## src/rtl/sorted_set_insert_delete_unit_assert.svh

```systemverilog
// Assertion macros for the sorted set store.
// Each macro takes a label, the clock, the reset, a condition, a check and a message.
`ifndef SORTED_SET_INSERT_DELETE_UNIT_ASSERT_SVH
`define SORTED_SET_INSERT_DELETE_UNIT_ASSERT_SVH
`ifndef SYNTHESIS
// The check holds in the same cycle as the condition.
`define SSID_ASSERT_IMPL(label, clk, rst, pre, post, msg) \
   label: assert property (@(posedge clk) disable iff (rst) (pre) |-> (post)) \
      else $error(msg);
// The check holds in the cycle after the condition.
`define SSID_ASSERT_NEXT(label, clk, rst, pre, post, msg) \
   label: assert property (@(posedge clk) disable iff (rst) (pre) |=> (post)) \
      else $error(msg);
`else
`define SSID_ASSERT_IMPL(label, clk, rst, pre, post, msg)
`define SSID_ASSERT_NEXT(label, clk, rst, pre, post, msg)
`endif
`endif

```

## src/rtl/ssid_pkg.sv

```systemverilog
package ssid_pkg;

   // Store size and derived widths.
   localparam int CAPACITY = 16;
   localparam int DATA_W   = 32;
   localparam int IDX_W    = (CAPACITY > 1) ? $clog2(CAPACITY) : 1;
   localparam int CNT_W    = $clog2(CAPACITY + 1);
   localparam int PW       = (CNT_W > 4) ? CNT_W : 4;
   localparam int RC_W     = (CNT_W > 5) ? CNT_W : 5;

   // Operation codes.
   localparam logic OP_INSERT = 1'b0;
   localparam logic OP_DELETE = 1'b1;

   // Status codes.
   localparam logic [1:0] ST_DONE = 2'd0;
   localparam logic [1:0] ST_DUP  = 2'd1;
   localparam logic [1:0] ST_FULL = 2'd2;
   localparam logic [1:0] ST_BAD  = 2'd3;

   // Command broadcast to every cell of the chain.
   typedef struct packed {
      logic compare;
      logic insert;
      logic remove;
   } ssid_cmd_type;

endpackage

```

## src/rtl/sorted_set_insert_delete_unit.sv

```systemverilog
// Sorted set store built as a chain of compare-and-shift cells.
// An accepted item passes through the compare and commit states; the result strobe is registered from commit.
// A new item is taken only when idle; busy covers the compare and commit states.
// Reset clears the count, the sequencer and the strobe; entries are not cleared.
// The receiver cannot stall: each result is shown for one cycle only.
`include "sorted_set_insert_delete_unit_assert.svh"

module sorted_set_insert_delete_unit (
   input  logic                                clock,
   input  logic                                reset,
   input  logic                                start,
   output logic                                busy,
   input  logic                                req_op,
   input  logic signed [ssid_pkg::DATA_W-1:0]  req_value,
   input  logic [3:0]                          req_position,
   output logic                                rsp_strobe,
   output logic [1:0]                          rsp_status,
   output logic [4:0]                          rsp_count,
   output logic [3:0]                          rsp_where
);
   import ssid_pkg::*;

   localparam logic [1:0] S_IDLE   = 2'd0;
   localparam logic [1:0] S_CMP    = 2'd1;
   localparam logic [1:0] S_COMMIT = 2'd2;

   localparam logic [CNT_W-1:0] CNT_FULL = CNT_W'(CAPACITY);

   logic [1:0]               state_ff, state_in;
   logic [CNT_W-1:0]         cnt_ff, cnt_in;
   logic                     op_ff;
   logic signed [DATA_W-1:0] value_ff;
   logic [3:0]               pos_ff;
   logic                     strobe_ff, strobe_in;
   logic [1:0]               status_ff, status_in;
   logic [RC_W-1:0]          count_ff, count_in;
   logic [3:0]               where_ff, where_in;

   ssid_cmd_type             cmd;
   logic signed [DATA_W-1:0] entries [CAPACITY];
   logic [CAPACITY-1:0]      lt, eq, boundary, here_valid, del_here;
   logic [IDX_W-1:0]         slot;
   logic [PW-1:0]            slot_ext, pos_ext, cnt_ext;
   logic                     accept, dup, full, bad, do_ins, do_del;

   assign accept = start && !busy;
   assign busy   = (state_ff != S_IDLE);

   // Sequencer: accept, compare in every cell, then commit.
   always_comb begin
      case (state_ff)
         S_IDLE:   state_in = accept ? S_CMP : S_IDLE;
         S_CMP:    state_in = S_COMMIT;
         S_COMMIT: state_in = S_IDLE;
         default:  state_in = S_IDLE;
      endcase
   end

   always_ff @(posedge clock) begin
      if (reset) begin
         state_ff  <= S_IDLE;
         cnt_ff    <= '0;
         strobe_ff <= 1'b0;
      end else begin
         state_ff  <= state_in;
         cnt_ff    <= cnt_in;
         strobe_ff <= strobe_in;
      end
   end

   // Hold the accepted item for the compare and commit cycles.
   always_ff @(posedge clock) begin
      if (accept) begin
         op_ff    <= req_op;
         value_ff <= req_value;
         pos_ff   <= req_position;
      end
      status_ff <= status_in;
      count_ff  <= count_in;
      where_ff  <= where_in;
   end

   // The cell chain.
   for (genvar i = 0; i < CAPACITY; i++) begin : g_cell
      logic                     left_lt;
      logic signed [DATA_W-1:0] left_entry, right_entry;

      assign here_valid[i] = (PW'(i) < cnt_ext);
      assign del_here[i]   = (PW'(i) >= pos_ext);

      if (i == 0) begin : g_first
         assign left_lt    = 1'b1;
         assign left_entry = value_ff;
      end else begin : g_left
         assign left_lt    = lt[i-1];
         assign left_entry = entries[i-1];
      end

      if (i == CAPACITY - 1) begin : g_last
         assign right_entry = entries[i];
      end else begin : g_right
         assign right_entry = entries[i+1];
      end

      ssid_cell u_cell (
         .clock       (clock),
         .cmd         (cmd),
         .value       (value_ff),
         .here_valid  (here_valid[i]),
         .del_here    (del_here[i]),
         .left_lt     (left_lt),
         .left_entry  (left_entry),
         .right_entry (right_entry),
         .entry       (entries[i]),
         .lt          (lt[i]),
         .eq          (eq[i]),
         .boundary    (boundary[i])
      );
   end

   // Insert position: the single cell where smaller entries end.
   always_comb begin
      slot = '0;
      for (int k = 0; k < CAPACITY; k++) begin
         if (boundary[k]) begin
            slot = slot | IDX_W'(k);
         end
      end
   end

   assign pos_ext  = PW'(pos_ff);
   assign cnt_ext  = PW'(cnt_ff);
   assign slot_ext = PW'(slot);

   // Decide the outcome in the commit cycle.
   assign dup    = |eq;
   assign full   = (cnt_ff == CNT_FULL);
   assign bad    = (pos_ext >= cnt_ext);
   assign do_ins = (state_ff == S_COMMIT) && (op_ff == OP_INSERT) && !dup && !full;
   assign do_del = (state_ff == S_COMMIT) && (op_ff == OP_DELETE) && !bad;

   assign cmd.compare = (state_ff == S_CMP);
   assign cmd.insert  = do_ins;
   assign cmd.remove  = do_del;

   // Result and new count.
   always_comb begin
      cnt_in    = cnt_ff;
      strobe_in = (state_ff == S_COMMIT);
      status_in = ST_DONE;
      where_in  = 4'd0;
      if (op_ff == OP_INSERT) begin
         if (dup) begin
            status_in = ST_DUP;
         end else if (full) begin
            status_in = ST_FULL;
         end else begin
            where_in = slot_ext[3:0];
         end
      end else begin
         if (bad) begin
            status_in = ST_BAD;
         end else begin
            where_in = pos_ff;
         end
      end
      if (do_ins) begin
         cnt_in = cnt_ff + CNT_W'(1);
      end else if (do_del) begin
         cnt_in = cnt_ff - CNT_W'(1);
      end
      count_in = RC_W'(cnt_in);
   end

   assign rsp_strobe = strobe_ff;
   assign rsp_status = status_ff;
   assign rsp_count  = count_ff[4:0];
   assign rsp_where  = where_ff;

   // Checks on the sequencer and the cell chain.
   `SSID_ASSERT_IMPL(a_cnt_bound, clock, reset, 1'b1, cnt_ff <= CNT_FULL, "count above capacity")
   `SSID_ASSERT_NEXT(a_accept_cmp, clock, reset, accept, state_ff == S_CMP, "accept did not start compare")
   `SSID_ASSERT_NEXT(a_cnt_hold, clock, reset, state_ff != S_COMMIT, cnt_ff == $past(cnt_ff), "count moved outside commit")
   `SSID_ASSERT_IMPL(a_strobe_src, clock, reset, rsp_strobe, $past(state_ff) == S_COMMIT, "strobe without commit")
   `SSID_ASSERT_IMPL(a_slot_onehot, clock, reset, state_ff == S_COMMIT && !full, $onehot(boundary), "insert position not unique")

endmodule

```

## src/rtl/ssid_cell.sv

```systemverilog
module ssid_cell (
   input  logic                                clock,
   input  ssid_pkg::ssid_cmd_type              cmd,
   input  logic signed [ssid_pkg::DATA_W-1:0]  value,
   input  logic                                here_valid,
   input  logic                                del_here,
   input  logic                                left_lt,
   input  logic signed [ssid_pkg::DATA_W-1:0]  left_entry,
   input  logic signed [ssid_pkg::DATA_W-1:0]  right_entry,
   output logic signed [ssid_pkg::DATA_W-1:0]  entry,
   output logic                                lt,
   output logic                                eq,
   output logic                                boundary
);
   import ssid_pkg::*;

   logic signed [DATA_W-1:0] entry_ff, entry_in;
   logic                     lt_ff, lt_in;
   logic                     eq_ff, eq_in;

   // Compare the stored entry against the new value; empty cells never match.
   always_comb begin
      lt_in = lt_ff;
      eq_in = eq_ff;
      if (cmd.compare) begin
         lt_in = here_valid && (entry_ff < value);
         eq_in = here_valid && (entry_ff == value);
      end
   end

   // Insert moves larger entries up one cell; delete pulls entries down one cell.
   always_comb begin
      entry_in = entry_ff;
      if (cmd.insert && !lt_ff) begin
         entry_in = left_lt ? value : left_entry;
      end else if (cmd.remove && del_here) begin
         entry_in = right_entry;
      end
   end

   always_ff @(posedge clock) begin
      entry_ff <= entry_in;
      lt_ff    <= lt_in;
      eq_ff    <= eq_in;
   end

   assign entry    = entry_ff;
   assign lt       = lt_ff;
   assign eq       = eq_ff;
   assign boundary = left_lt && !lt_ff;

endmodule

```

## config.mk

```make
export PLATFORM = sky130hd
export DESIGN_NAME = sorted_set_insert_delete_unit
export DESIGN_NICKNAME = d
export VERILOG_FILES = /design/src/rtl/ssid_pkg.sv /design/src/rtl/sorted_set_insert_delete_unit.sv /design/src/rtl/ssid_cell.sv
export VERILOG_INCLUDE_DIRS = /design/src /design/src/rtl
export SDC_FILE = /design/constraint.sdc
export NUM_CORES = 2
export LEC_CHECK = 0
export BUFFER_PORTS_ARGS = -buffer_cell sky130_fd_sc_hd__buf_2
export CAP_MARGIN = 20
export CORE_MARGIN = 5
export CORE_UTILIZATION = 55
export DETAILED_ROUTE_END_ITERATION = 12
export PLACE_DENSITY = 0.7
export SYNTH_ARGS = -nofsm -noshare
export SYNTH_HDL_FRONTEND = slang
export SYNTH_SLANG_ARGS = --single-unit
```

## constraint.sdc

```tcl
create_clock -name clock -period 5.5 [get_ports clock]
set_input_delay 1.1 -clock clock [delete_from_list [all_inputs] [get_ports clock]]
set_output_delay 1.1 -clock clock [all_outputs]
set_load 0.02 [all_outputs]
```

==> out/metrics.yaml <==
vias_per_cell: 6.43
grt_usage_pct: 28.1
synth_nets: 4351
synthTopCellsByCount: "584 x a21oi_1, 581 x edfxtp_1, 519 x ha_1, 519 x nor2_1, 452 x mux2i_1"
setup_ws_ns: 1.65
drt_iter0_drc: 2896
synth_top_family_by_area: "adder cells"
arrival_ns: 4.22
reg2reg_from: "g_cell[0].left_entry[24]$_DFFE_PP_"
fp.dieW_um: 283
drtAntennaViolNets: 0
crit_type: "reg2reg"
diodes: 0
area_delta_synth_final_pct: 7.84
vias: 30800
setup_viol: 0
slowest_delay_ns: 0.90
leakage_nw: 17.9
seq_area_frac_synth_pct: 43.5
crit_path_top_delay_cell: "nor4_1"
hold_depth: 1
grt_pass1_wl_um: 179000
synth.distinct_cells: 68
post_cts_buffers: 0
clockPowerShare_pct: 43.1
synthAdderAreaFrac_pct: 15.8
yosysMostFrequentCell: "a21oi_1"
wl_per_cell_um: 24.4
io_buffers: 52
synth.area.top_cells: "edfxtp_1 43%, ha_1 16%, mux2i_1 11%"
synth_edf_count: 581
synthMuxAreaShare_pct: 13.0
critPathLaunch: "g_cell[0].left_entry[24]$_DFFE_PP_"
drive_above_1_share_pct: 10.4
tightest_slew_ns: 1.15
dp_hpwl_um: 86100
fp-row-count: 100
postSynthCellCount: 3792
maxCapViolations: 0
grt_overflow: 0
start_util_pct: 55.3
worst_hold_slack_ns: 0.558
remaining_drc_errors: 0
synth_top_area_cell: "edfxtp_1"
rr_worst_depth: 7
max_freq_ghz: 0.260
p_seq_share_pct: 47.2
cts.sinks: 600
cp.required_ns: 5.87
antenna_found_initial: 1
die_h_um: 283
whs_endpoint: "state_ff[1]$_SDFF_PP0_"
yosys.area_share.simple_pct: 10.8
cts_buffers: 71
die_area_um2: 80100
internal_power_mw: 8.09
finalHoldViolations: 0
grt_start_max_net_pins: 66
cp-end-kind: "register"
rsz0062_at_grt: "false"
hold_class: "reg2reg"
clockBufferDepth: 3
fin_crit_ns: 3.85
fin_skew_ns: 0.0239
power_density_nw_per_um2: 244
setup_tns_ns: 0
slew_viol_final: 0
syn_area_um2: 41000
cts.repair.resized: 0
r2r-end: "g_cell[7].u_cell.lt$_DFFE_PP_"
p_sw_mw: 2.72
cts.clk_slew.worst_paths_ns: 0.06
combPwrFrac_pct: 9.7
cts_tree: "built"
critical_path.top_delay_family: "simple AND/OR/NAND/NOR gates"
routed_wl_um: 117000
r2r_slack_ns: 1.65
hold_start: "state_ff[1]$_SDFF_PP0_"
ios: 53
start_kind: "register"
final_nets: 4329
yosysWarnings: 0
path_cells: "inv_1, ha_1, nand4_1, nor4_1, nor2_1, a31oi_1, mux2_2"
path_max_fanout: 17
ir_drop_v: 0.000225
synthFlopType: "edfxtp_1"
finalWeightedCongestion: 0.928
synth-seq-cells: 600
finalCritPeriodShare_pct: 70.0
relSlewSlack_pct: 23.5
dr.pass1.iters: 5
synthXorXnorAreaFrac_pct: 0.0855
core_area_um2: 74200
outcome: "complete, no violations"
grt_pass1_vias: 30900
postCtsHoldBufs: 0
final_core_util_pct: 59.6
finalPower_mw: 10.8
switching_share_pct: 25.2
clk_latency_ns: 0.62
async_reset_ff_share_pct: 0
worst-path-buf-inv: 1
synth.top_cell.area_share_pct: 42.6
htree_levels: 3
synth_compound_area_share_pct: 12.9
root_buffer: "clkbuf_16"
dp_slack_ns: 1.60
synth.avg_cell_area_um2: 10.8
layout make-up:
class | instances | area, µm²
clock inverter | 31 | 238
fill | 6213 | 30000
clock buffer | 97 | 1990
inverter | 82 | 308
timing repair buffer | 132 | 926
sequential | 600 | 17800
tap | 969 | 1210
multi-input combinational | 2883 | 21700
cell families after synthesis:
family,Yosys count
buf+inv,309
xor+xnor,4
compound gates,901
mux,523
flops,600
simple gates,936
fa+ha+maj,519
layer usage:
layer	up-vias	GRT usage (%)	part of all wire, %
met1	15200	38.6	43
li1	14300	-	-
met3	233	4.47	6.9
met4	2	9.45	3.2
met5	-	0	0.0060
met2	1148	46.0	46
how the worst max path moves through the flow:
stage,to,slack [ns],cells after the start
2_1_floorplan,g_cell[1].u_cell.entry[0]$_DFFE_PP_,0.96,9
3_3_place_gp,g_cell[0].u_cell.entry[9]$_DFFE_PP_,1.68,8
3_5_place_dp,g_cell[0].u_cell.entry[2]$_DFFE_PP_,1.60,5
4_1_cts,g_cell[0].u_cell.entry[16]$_DFFE_PP_,1.62,5
5_1_grt,g_cell[0].u_cell.entry[9]$_DFFE_PP_,1.43,8
6_report,g_cell[7].u_cell.lt$_DFFE_PP_,1.65,7
layout by cell type (no fill, tap or decap), types with 11 or more instances in the layout:
cell type    n
mux2_2      71
nand4_1     76
buf_2       52
nor4_1      23
nand3_1     35
clkinv_2    11
a21o_1      53
a21oi_1    584
ha_1       519
nor2_1     511
dfxtp_1     19
o21ai_0     74
mux2i_1    452
nand2_1    126
and4_1      37
buf_4       76
o211ai_1    21
a221oi_1    24
clkbuf_1    19
inv_1       82
clkinv_1    11
edfxtp_1   581
a21oi_2     58
clkbuf_16   75
nor2b_1     35
nor3_1      27
power groups by stage:
stage	Combinational, mW	Sequential, mW	Clock [mW]
after floorplan	0.732	5.14	0
after global placement	1.00	5.19	0
after detailed placement	1.03	5.19	0
after CTS	1.04	5.10	4.71
after global routing	1.16	5.10	4.89
final	1.05	5.10	4.65
flip-flops by register name, summed over array words and instances (netlist names):
signal               flops
rsp_count                5
pos_ff                   4
g_cell.u_cell.eq        16
cnt_ext                  5
rsp_where                4
state_ff                 2
op_ff                    1
rsp_strobe               1
g_cell.left_entry       32
g_cell.u_cell.lt        16
rsp_status               2
g_cell.u_cell.entry    512
metrics by stage:
| stage | instances | area [µm²] |
|---|---|---|
| after floorplan | 3792 | 41000 |
| after global placement | 4662 | 41900 |
| after detailed placement | 4663 | 41900 |
| after CTS | 4791 | 44100 |
| after global routing | 4794 | 44200 |
| final | 4794 | 44200 |
No activity file was read; power rests on OpenSTA's default activity.
